[config.mk]
export PLATFORM = sky130hd
export DESIGN_NAME = square_note_sequencer
export DESIGN_NICKNAME = d
export VERILOG_FILES = /design/src/hdl/sns_pkg.sv /design/src/hdl/sns_note_ram.sv /design/src/hdl/square_note_sequencer.sv
export VERILOG_INCLUDE_DIRS = /design/src /design/src/hdl
export SDC_FILE = /design/constraint.sdc
export NUM_CORES = 2
export LEC_CHECK = 0
export ABC_CLOCK_PERIOD_IN_PS = 12600
export BUFFER_PORTS_ARGS = -buffer_cell sky130_fd_sc_hd__buf_2
export CORE_MARGIN = 10
export CORE_UTILIZATION = 40
export DETAILED_ROUTE_END_ITERATION = 12
export PLACE_DENSITY_LB_ADDON = 0.1
export SETUP_SLACK_MARGIN = 0.3
export SLEW_MARGIN = 20
export SYNTH_ARGS = -nofsm -noshare
export SYNTH_HDL_FRONTEND = slang
export SYNTH_SLANG_ARGS = --single-unit
export TNS_END_PERCENT = 1
[constraint.sdc]
create_clock -name clk -period 12.6 [get_ports clk]
set_clock_uncertainty 0.15 [all_clocks]
set_input_delay 0 -clock clk [delete_from_list [all_inputs] [get_ports clk]]
set_output_delay 0 -clock clk [all_outputs]
set_load 0.02 [all_outputs]
[src/hdl/assert_macros.svh]
`ifndef ASSERT_MACROS_SVH
`define ASSERT_MACROS_SVH

// concurrent check on a full property
`define SNS_ASSERT(label, clk, rst, prop) \
  label: assert property (@(posedge clk) disable iff (rst) prop) \
    else $error("square note sequencer check failed");

// antecedent followed in the next cycle by consequent
`define SNS_ASSERT_NEXT(label, clk, rst, ante, cons) \
  label: assert property (@(posedge clk) disable iff (rst) (ante) |=> (cons)) \
    else $error("square note sequencer check failed");

`endif

[src/hdl/sns_pkg.sv]
package sns_pkg;

  localparam int CFG_IDX_W  = 3;
  localparam int CFG_DATA_W = 16;
  localparam int SLOT_W     = 4;
  localparam int INC_W      = 31;
  localparam int SAMPLE_W   = 16;
  localparam int SPN_W      = 16;
  localparam int COUNT_W    = 5;
  localparam int AMP_W      = 15;
  localparam int ENV_W      = 16;
  localparam int PROD_W     = 32;
  localparam int MAG_PROD_W = AMP_W + ENV_W;
  localparam int Q15_SHIFT  = 15;

  localparam logic [ENV_W-1:0] Q15_ONE = 16'h8000;

  localparam logic MODE_TICK = 1'b0;
  localparam logic MODE_LOAD = 1'b1;

  localparam logic [CFG_IDX_W-1:0] REG_SAMPLES_PER_NOTE = 3'd0;
  localparam logic [CFG_IDX_W-1:0] REG_NOTE_COUNT       = 3'd1;
  localparam logic [CFG_IDX_W-1:0] REG_ATTACK_SAMPLES   = 3'd2;
  localparam logic [CFG_IDX_W-1:0] REG_ATTACK_SLOPE     = 3'd3;
  localparam logic [CFG_IDX_W-1:0] REG_RELEASE_SAMPLES  = 3'd4;
  localparam logic [CFG_IDX_W-1:0] REG_RELEASE_SLOPE    = 3'd5;
  localparam logic [CFG_IDX_W-1:0] REG_AMPLITUDE        = 3'd6;

  typedef struct packed {
    logic [SPN_W-1:0]   samples_per_note;
    logic [COUNT_W-1:0] note_count;
    logic [SPN_W-1:0]   attack_samples;
    logic [ENV_W-1:0]   attack_slope;
    logic [SPN_W-1:0]   release_samples;
    logic [ENV_W-1:0]   release_slope;
    logic [AMP_W-1:0]   amplitude;
  } cfg_t;

  localparam cfg_t CFG_RESET = '{
    samples_per_note: 16'd5512,
    note_count:       5'd16,
    attack_samples:   16'd220,
    attack_slope:     16'd149,
    release_samples:  16'd441,
    release_slope:    16'd74,
    amplitude:        15'd8000
  };

  function automatic logic [ENV_W-1:0] sat_env(input logic [PROD_W-1:0] prod);
    logic [ENV_W-1:0] env;
    if (prod > PROD_W'(Q15_ONE)) begin
      env = Q15_ONE;
    end else begin
      env = prod[ENV_W-1:0];
    end
    return env;
  endfunction

endpackage

[src/hdl/sns_note_ram.sv]
module sns_note_ram #(
  parameter int DEPTH  = 16,
  parameter int DATA_W = 31
) (
  input  logic                     clk,
  input  logic                     we,
  input  logic [$clog2(DEPTH)-1:0] waddr,
  input  logic [DATA_W-1:0]        wdata,
  input  logic                     re,
  input  logic [$clog2(DEPTH)-1:0] raddr,
  output logic [DATA_W-1:0]        rdata
);

  logic [DATA_W-1:0] mem [DEPTH];

  always_ff @(posedge clk) begin
    if (we) begin
      mem[waddr] <= wdata;
    end
    if (re) begin
      rdata <= mem[raddr];
    end
  end

endmodule

[src/hdl/square_note_sequencer.sv]
// Load beat: written to the note table in the cycle it is accepted; ready again next cycle.
// Tick beat: sample registered three cycles after accept (table read, slope multiply,
// amplitude multiply), then ready again: four cycles per tick while the output is taken.
// A waiting sample holds the sequencer in its output stage until taken.
// Synchronous active-high reset: registers to defaults, phase, position and sample index
// to zero; note table contents stay undefined until loaded.
`include "assert_macros.svh"

module square_note_sequencer #(
  parameter int NOTE_SLOTS = 16,
  parameter int PHASE_BITS = 32
) (
  input  logic                                  clk,
  input  logic                                  rst,
  input  logic                                  cfg_we,
  input  logic [sns_pkg::CFG_IDX_W-1:0]         cfg_index,
  input  logic [sns_pkg::CFG_DATA_W-1:0]        cfg_data,
  input  logic                                  in_valid,
  output logic                                  in_ready,
  input  logic                                  mode,
  input  logic [sns_pkg::SLOT_W-1:0]            note_slot,
  input  logic [sns_pkg::INC_W-1:0]             note_increment,
  output logic                                  out_valid,
  input  logic                                  out_ready,
  output logic signed [sns_pkg::SAMPLE_W-1:0]   sample,
  output logic                                  phrase_end
);

  import sns_pkg::*;

  localparam int ADDR_W = $clog2(NOTE_SLOTS);
  localparam int CNT_W  = $clog2(NOTE_SLOTS + 1);

  typedef enum logic [1:0] {S_IDLE, S_ENV, S_MAG, S_OUT} state_t;

  state_t                  state;
  cfg_t                    cfg;
  logic [PHASE_BITS-1:0]   phase_acc;
  logic [SPN_W-1:0]        sin_r;
  logic [ADDR_W-1:0]       pos_r;

  logic [INC_W-1:0]        rd_data;
  logic                    tick_acc;
  logic                    load_acc;
  logic                    slot_ok;

  logic [SPN_W-1:0]        spn;
  logic [CNT_W-1:0]        cnt;
  logic                    pos_wrap;
  logic [ADDR_W-1:0]       pos_eff;
  logic [SPN_W-1:0]        sin_eff;

  logic                    rest;
  logic [PHASE_BITS-1:0]   phase_sum;
  logic [SPN_W-1:0]        remaining;
  logic                    note_done;
  logic [CNT_W-1:0]        pos_inc;
  logic                    phrase_done;

  logic [PROD_W-1:0]       prod_att;
  logic [PROD_W-1:0]       prod_rel;
  logic                    att_r;
  logic                    rel_r;
  logic                    rest_r;
  logic                    neg_r;
  logic                    last_r;
  logic [ENV_W-1:0]        env_next;
  logic [MAG_PROD_W-1:0]   mag_prod;
  logic [SAMPLE_W-1:0]     mag;
  logic [SAMPLE_W-1:0]     sample_next;
  logic                    out_load;
  logic                    at_start;

  assign in_ready = (state == S_IDLE);
  assign tick_acc = in_valid && in_ready && (mode == MODE_TICK);
  assign load_acc = in_valid && in_ready && (mode == MODE_LOAD);
  assign slot_ok  = (32'(note_slot) < NOTE_SLOTS);
  assign out_load = (state == S_OUT) && (!out_valid || out_ready);
  assign at_start = (pos_r == '0) && (sin_r == '0) && (phase_acc == '0);

  always_comb begin
    spn = (cfg.samples_per_note == '0) ? SPN_W'(1) : cfg.samples_per_note;
    if (cfg.note_count == '0) begin
      cnt = CNT_W'(1);
    end else if (32'(cfg.note_count) > NOTE_SLOTS) begin
      cnt = CNT_W'(NOTE_SLOTS);
    end else begin
      cnt = CNT_W'(cfg.note_count);
    end
    pos_wrap = (CNT_W'(pos_r) >= cnt);
    pos_eff  = pos_wrap ? '0 : pos_r;
    sin_eff  = (sin_r >= spn) ? (spn - SPN_W'(1)) : sin_r;
  end

  sns_note_ram #(
    .DEPTH  (NOTE_SLOTS),
    .DATA_W (INC_W)
  ) u_note_ram (
    .clk   (clk),
    .we    (load_acc && slot_ok),
    .waddr (ADDR_W'(note_slot)),
    .wdata (note_increment),
    .re    (tick_acc),
    .raddr (pos_eff),
    .rdata (rd_data)
  );

  always_comb begin
    rest        = (rd_data == '0);
    phase_sum   = phase_acc + PHASE_BITS'(rd_data);
    remaining   = spn - sin_r;
    note_done   = ({1'b0, sin_r} + 17'd1) >= {1'b0, spn};
    pos_inc     = CNT_W'(pos_r) + CNT_W'(1);
    phrase_done = note_done && (pos_inc >= cnt);
  end

  always_comb begin
    if (rel_r) begin
      env_next = sat_env(prod_rel);
    end else if (att_r) begin
      env_next = sat_env(prod_att);
    end else begin
      env_next = Q15_ONE;
    end
    mag = mag_prod[MAG_PROD_W-1:Q15_SHIFT];
    if (rest_r) begin
      sample_next = '0;
    end else if (neg_r) begin
      sample_next = SAMPLE_W'(0) - mag;
    end else begin
      sample_next = mag;
    end
  end

  always_ff @(posedge clk) begin
    if (rst) begin
      state     <= S_IDLE;
      cfg       <= CFG_RESET;
      phase_acc <= '0;
      sin_r     <= '0;
      pos_r     <= '0;
      out_valid <= 1'b0;
    end else begin
      if (cfg_we) begin
        case (cfg_index)
          REG_SAMPLES_PER_NOTE: cfg.samples_per_note <= cfg_data;
          REG_NOTE_COUNT:       cfg.note_count       <= cfg_data[COUNT_W-1:0];
          REG_ATTACK_SAMPLES:   cfg.attack_samples   <= cfg_data;
          REG_ATTACK_SLOPE:     cfg.attack_slope     <= cfg_data;
          REG_RELEASE_SAMPLES:  cfg.release_samples  <= cfg_data;
          REG_RELEASE_SLOPE:    cfg.release_slope    <= cfg_data;
          REG_AMPLITUDE:        cfg.amplitude        <= cfg_data[AMP_W-1:0];
          default: ;
        endcase
      end

      if (out_load) begin
        out_valid <= 1'b1;
      end else if (out_ready) begin
        out_valid <= 1'b0;
      end

      case (state)
        S_IDLE: begin
          if (tick_acc) begin
            pos_r <= pos_eff;
            sin_r <= sin_eff;
            if (pos_wrap) begin
              phase_acc <= '0;
            end
            state <= S_ENV;
          end
        end
        S_ENV: begin
          if (phrase_done) begin
            phase_acc <= '0;
          end else if (!rest) begin
            phase_acc <= phase_sum;
          end
          prod_att <= PROD_W'(sin_r) * PROD_W'(cfg.attack_slope);
          prod_rel <= PROD_W'(remaining) * PROD_W'(cfg.release_slope);
          att_r    <= (sin_r < cfg.attack_samples);
          rel_r    <= (remaining < cfg.release_samples);
          rest_r   <= rest;
          neg_r    <= phase_sum[PHASE_BITS-1];
          last_r   <= phrase_done;
          if (note_done) begin
            sin_r <= '0;
            if (phrase_done) begin
              pos_r <= '0;
            end else begin
              pos_r <= ADDR_W'(pos_inc);
            end
          end else begin
            sin_r <= sin_r + SPN_W'(1);
          end
          state <= S_MAG;
        end
        S_MAG: begin
          mag_prod <= MAG_PROD_W'(cfg.amplitude) * MAG_PROD_W'(env_next);
          state    <= S_OUT;
        end
        S_OUT: begin
          if (out_load) begin
            sample     <= signed'(sample_next);
            phrase_end <= last_r;
            state      <= S_IDLE;
          end
        end
        default: state <= S_IDLE;
      endcase
    end
  end

  `SNS_ASSERT(a_tick_latency, clk, rst, tick_acc |-> ##3 (state == S_OUT))
  `SNS_ASSERT(a_env_in_range, clk, rst, (state == S_ENV) |-> ((sin_r < spn) && (CNT_W'(pos_r) < cnt)))
  `SNS_ASSERT_NEXT(a_phrase_restart, clk, rst, (state == S_ENV) && phrase_done, at_start)
  `SNS_ASSERT_NEXT(a_out_load, clk, rst, out_load, out_valid && (state == S_IDLE))

endmodule

### After elaboration in Yosys (flattened, before gate mapping)

Memories as Yosys holds them, arrays and structs flattened. A register that Yosys moved wholly into a read port is not among the register bits.
Cells that the tools add are included.

* logic and storage cells: 116
* memory bits (read-only): 0
* input port bits: 60
* memory bits (writable): 496
* bits in latches: 0
* output and inout bits: 19
* memories: 1
* register bits: 272

* $lt $le $gt $ge: 9
* reductions and logical operators: 28
* multiplexer cells: 29
* bitwise operators: 2
* $add $sub $neg: 7
* equality and inequality tests: 15
* shift-type cells: 0
* div/mod/pow operators: 0
* multiply operators: 3

Memories
* u_note_ram.mem: words 16, width 31, read ports 1, clocked after Yosys merged registers in 1, wr ports 1, RTL line sns_note_ram.sv:14 `logic [DATA_W-1:0] mem [DEPTH];`

Operator list (count)
* 16-bit 2-to-1 mux: 9
* 32-bit 2-to-1 mux: 4
* 32-bit by 16-bit > comparator with 1-bit output, second input constant: 2
* 16-bit by 16-bit multiplier with 32-bit output: 2
* 32-bit case mux with 2 select lines: 1
* 32-bit by 31-bit adder with 32-bit output: 1
* 16-bit < comparator: 2
* 16-bit case mux with 2 select lines: 1
* 31-bit logical NOT: 1
* 15-bit by 16-bit multiplier with 31-bit output: 1
* 2-bit AND reduction: 10
* 16-bit by 1-bit adder with 17-bit output, second input constant: 1
* 17-bit by 16-bit greater-or-equal comparator with 1-bit output: 1
* 16-bit by 1-bit adder with 16-bit output, second input constant: 1
* 16-bit greater-or-equal comparator: 1
* 16-bit logical NOT: 1
* 4-bit 2-to-1 mux: 4
* 1-bit by 16-bit subtractor with 16-bit output, first input constant: 1
* 16-bit by 1-bit subtractor with 16-bit output, second input constant: 1
* 16-bit subtractor: 1
* 5-bit 2-to-1 mux: 2
* 3-bit == test, second input constant: 3
* 3-bit AND reduction: 3
* 2-bit case mux with 4 select lines: 1
* other kinds (23): 38

### Longest topological paths before layout

* word-level depth: 8
* depth in mapped cells: 41
* mapped depth without buffers: 40

### Hierarchy

From an unflattened synthesis, not the netlist that was laid out.

* cells, all modules: 5135
* area, all modules: 57772.9 um^2

Modules (own cells, without submodules)
* square_note_sequencer: instances 1, sequential area each 6165.9 um^2, cells an instance 4323, area each 38214.2 um^2
* sns_note_ram: instances 1, sequential area each 15825.2 um^2, cells an instance 812, area each 19558.8 um^2

### Least setup slack after synthesis

OpenSTA, ideal clock, no wires.

* kind: register to register
* start: register cfg[90] (netlist bit)
* end: register prod_rel[30] (data pin)
* period minus slack after synthesis: 9.405 ns
* path slack: 3.195 ns
* path buffers: 1
* data arrival time: 8.998 ns
* cell stages (with the launch flop): 40
* cells stage by stage: dfxtp_1 > or4_1 > nor2_1 > a31o_2 > inv_1 > ha_1 > fa_1 > nor2b_1 > o21ai_1 > a21boi_0 > o21ai_0 > a21boi_0 > o21a_1 > o21ai_0 > nand2b_1 > a21oi_1 > xnor2_1 > clkbuf_1 > (+4 left out) > fa_1 > inv_1 > fa_1 > inv_1 > fa_1 > fa_1 > ha_1 > a21o_1 > a21o_1 > a21oi_1 > o21bai_1 > nor2_1 > o21ai_1 > a221o_1 > a2111oi_2 > o21bai_1 > a21o_1 > xor2_1

* longest elaborated chain between the ends: 4

RTL lines
* from (decl): RTL line square_note_sequencer.sv:37 `cfg_t cfg;`
* 16-bit logical NOT: RTL line square_note_sequencer.sv:82 `spn = (cfg.samples_per_note == '0) ? SPN_W'(1) : cfg.samples_per_note;`
* 16-bit 2-to-1 mux (*): RTL line square_note_sequencer.sv:82
* 16-bit subtractor (*): RTL line square_note_sequencer.sv:111 `remaining = spn - sin_r;`
* 16-bit by 16-bit multiplier with 32-bit output (*): RTL line square_note_sequencer.sv:181 `prod_rel <= PROD_W'(remaining) * PROD_W'(cfg.release_slope);`
* to (signal assigned): RTL line square_note_sequencer.sv:181
* to (decl): RTL line square_note_sequencer.sv:61 `logic [PROD_W-1:0] prod_rel;`

Mark *: on every way between the ends. The rest lies on a longest branch, timed or not.
A chain may end at the register's enable or synchronous reset.

### Worst setup path after layout

Ends and elaborated chain as after synthesis.

==> impl_metrics.toml <==
[die]
die_area_um2 = 162400
initial_core_util = 0.4026
coreArea_um2 = 145700
pin_count = 79
die_y_um = 403.0
die_x_um = 403.0
fp-row-count = 140

[setup_path]
critPathMaxFanout = 9
slowest_delay_ns = 0.93
endpoint_kind = "flop"
cpMostUsedCell = "fa_1"
path_class = "flop to flop"
worstPathRequired_ns = 12.89
worstPathArrival_ns = 10.66
critPathSlowestCell = "xnor2_1"
start_kind = "flop"

[detailed_routing]
routed_via_density = 5.292
drc = 0
wl_met3_mm = 5.883
vias = 39810
postRouteAntennaNets = 0
wl_mm = 164.9
wl_per_cell_um = 21.92
wl_met1_mm = 72.82
drtPass1Iterations = 5
wl_met2_mm = 82.23
drtIter0Drc = 2237
routed.top_layer = "met5"

[global_route]
grt_pass1_wl_mm = 254.8
overflow = 0
grt_max_degree = 71
grtUsageTotal = 0.2024
antenna_found_initial = 3
grt_pass1_vias = 41710

[flow_run]
maxCapViolCount = 0

[clock_network]
htree_levels = 3
cts_resized = 0
clk_pin_slew_ns = 0.06
tritoncts = "yes"
clk_latency_ns = 0.73
cts-buffers-inserted = 92
cts_hold_buf = 74
cts-root-buf = "clkbuf_16"
post_cts_buffers = 0
clk_path_buf_depth = 3
clock-sinks = 784

[power_and_ir_drop]
total_power_mw = 11.00
ir_worst_vdd_v = 0.0002825
cellLeakagePower_nw = 27.24
power_density_nw_per_um2 = 169.0

[synth]
synth_edf_count = 629
synth_cell_types = 85
synth_top_cell_area_share = 0.3219
synthTopCellsByArea = "edfxtp_1 32%, fa_1 19%, ha_1 8.8%"
synthArstFlopShare = 0
synth_top_area_cell = "edfxtp_1"
avgSynthCellArea_um2 = 10.74
syn_inst = 5465
synth_area_um2 = 58680
yosys-top-cells-count = "727 x inv_1, 675 x nand2_1, 629 x edfxtp_1, 569 x fa_1, 412 x ha_1"
ys_warn_count = 0
synth.most_common_cell = "inv_1"
syn_nets = 6506
ys_ff_latch = 784
synthFlopType = "edfxtp_1"
ys_seq_area_frac = 0.3748

[timing]
finalWorstSetupSlack_ns = 2.229
max_freq_ghz = 0.09642
fin_crit_sh = 0.8231
post-route-min-period_ns = 10.37
slew_viol_final = 0
rsz0062_at_grt = "false"
setup_tns_ns = 0
timing.hold.ws_ns = 0.05849
hold_viol = 0
slew_headroom = 0.1837
tightest_slew_ns = 1.216
setup_viol = 0

[placement]
io_buffers = 78
post-place-ws_ns = 2.321
dp_hpwl_mm = 109.6
placed_cell_area_um2 = 61300
gp_congestion = 0.8228

[min_path]
hp-class = "primary input to flop"

[final_layout]
areaGrowthSynthToFinish_pct = 10.91
drive_above_1_share = 0.09261
nets = 6566
final_area_um2 = 65080

[outcome]
outcome = "finished clean"
-- worst max-delay path: cells and delay by family, from the launching register on --
| kind | cells | cell delay (ns) |
|---|---|---|
| adders and majority gates | 9 | 3.97 |
| AOI/OAI and AO/OA | 14 | 2.88 |
| and+or+nand+nor | 5 | 1.08 |
| xor gates and xnor gates | 2 | 1.07 |
| buffers and inverters | 5 | 0.58 |
| DFF | 1 | 0.39 |
-- placed cells by master, fill, tap and decap left out, drive strengths merged, types with 20 or more instances in the layout --
cell type	instances
nor2	198
a21oi	265
a211oi	23
dfxtp	155
edfxtp	629
clkbuf	129
o21a	20
nor2b	34
a22oi	21
xnor2	108
o32ai	33
ha	412
o21ai	106
a22o	22
a221oi	68
a21o	70
xor2	41
clkinv	32
dlygate4sd3	74
nand2b	27
fa	569
buf	163
nand2	675
and2	388
mux2i	38
and3	42
inv	733
nor3	44
nor4	25
mux2	155
o221ai	32
nand3	58
a31oi	44
-- flip-flops by register name (all words and copies together), names as in the netlist, 4 cells and up --
register / cells
cfg: 100
mag_prod: 16
phase_acc: 32
pos_r: 4
prod_att: 32
prod_rel: 32
sample: 16
sin_r: 16
u_note_ram.mem: 496
u_note_ram.rdata: 31
-- metal layers --
metal	vias up	track usage
met5	-	0
met4	6	0.04959
met3	221	0.02366
met2	721	0.3598
met1	20310	0.2612
li1	18550	-
-- where the power goes --
group,switching (mW),total (mW),internal [mW]
Sequential,0.134,3.25,3.12
Combinational,3.12,5.09,1.97
Clock,1.15,2.66,1.51
-- kinds of logic (layout without fill, tap and decap cells) --
logic type,Yosys count,after routing,synth area share
buffers and inverters,999,1138,0.06441
DFF,784,784,0.3748
and+or+nand+nor,1550,1550,0.1271
xor gates and xnor gates,149,149,0.02224
adders and majority gates,981,981,0.2820
muxes,193,193,0.03623
AOI/OAI and AO/OA,809,809,0.09328
other,0,1,0
-- cell type report --
cell class                      instances  area [um^2]
Timing Repair Buffer                  237         1772
Multi-Input combinational cell       3682        33150
Fill cell                           13910        80660
Inverter                              728         2733
Sequential cell                       784        22000
Clock inverter                         44        523.0
Clock buffer                          129         2502
Antenna cell                            1        2.502
Tap cell                             1917         2399
-- path summary, 6_finish.rpt --
| check | endpoint | start | cells past startpoint | slack (ns) |
|---|---|---|---|---|
| setup / recovery | prod_rel[30] | cfg[90] | 35 | 2.23 |
| hold / removal | u_note_ram.mem[0][1] | note_increment[1] | 2 | 0.06 |
| setup reg to reg | prod_rel[30] | cfg[90] | 35 | 2.23 |
| hold reg to reg | cfg[43] | cfg[43] | 2 | 0.30 |
-- per-stage QoR --
stage	utilization	instances
finish	0.4466	7522
global route	0.4466	7522
CTS	0.4465	7521
detailed placement	0.4206	7274
global placement	0.4206	7274
floorplan	-	5465
Note: power is estimated with default switching activity, not from simulation.
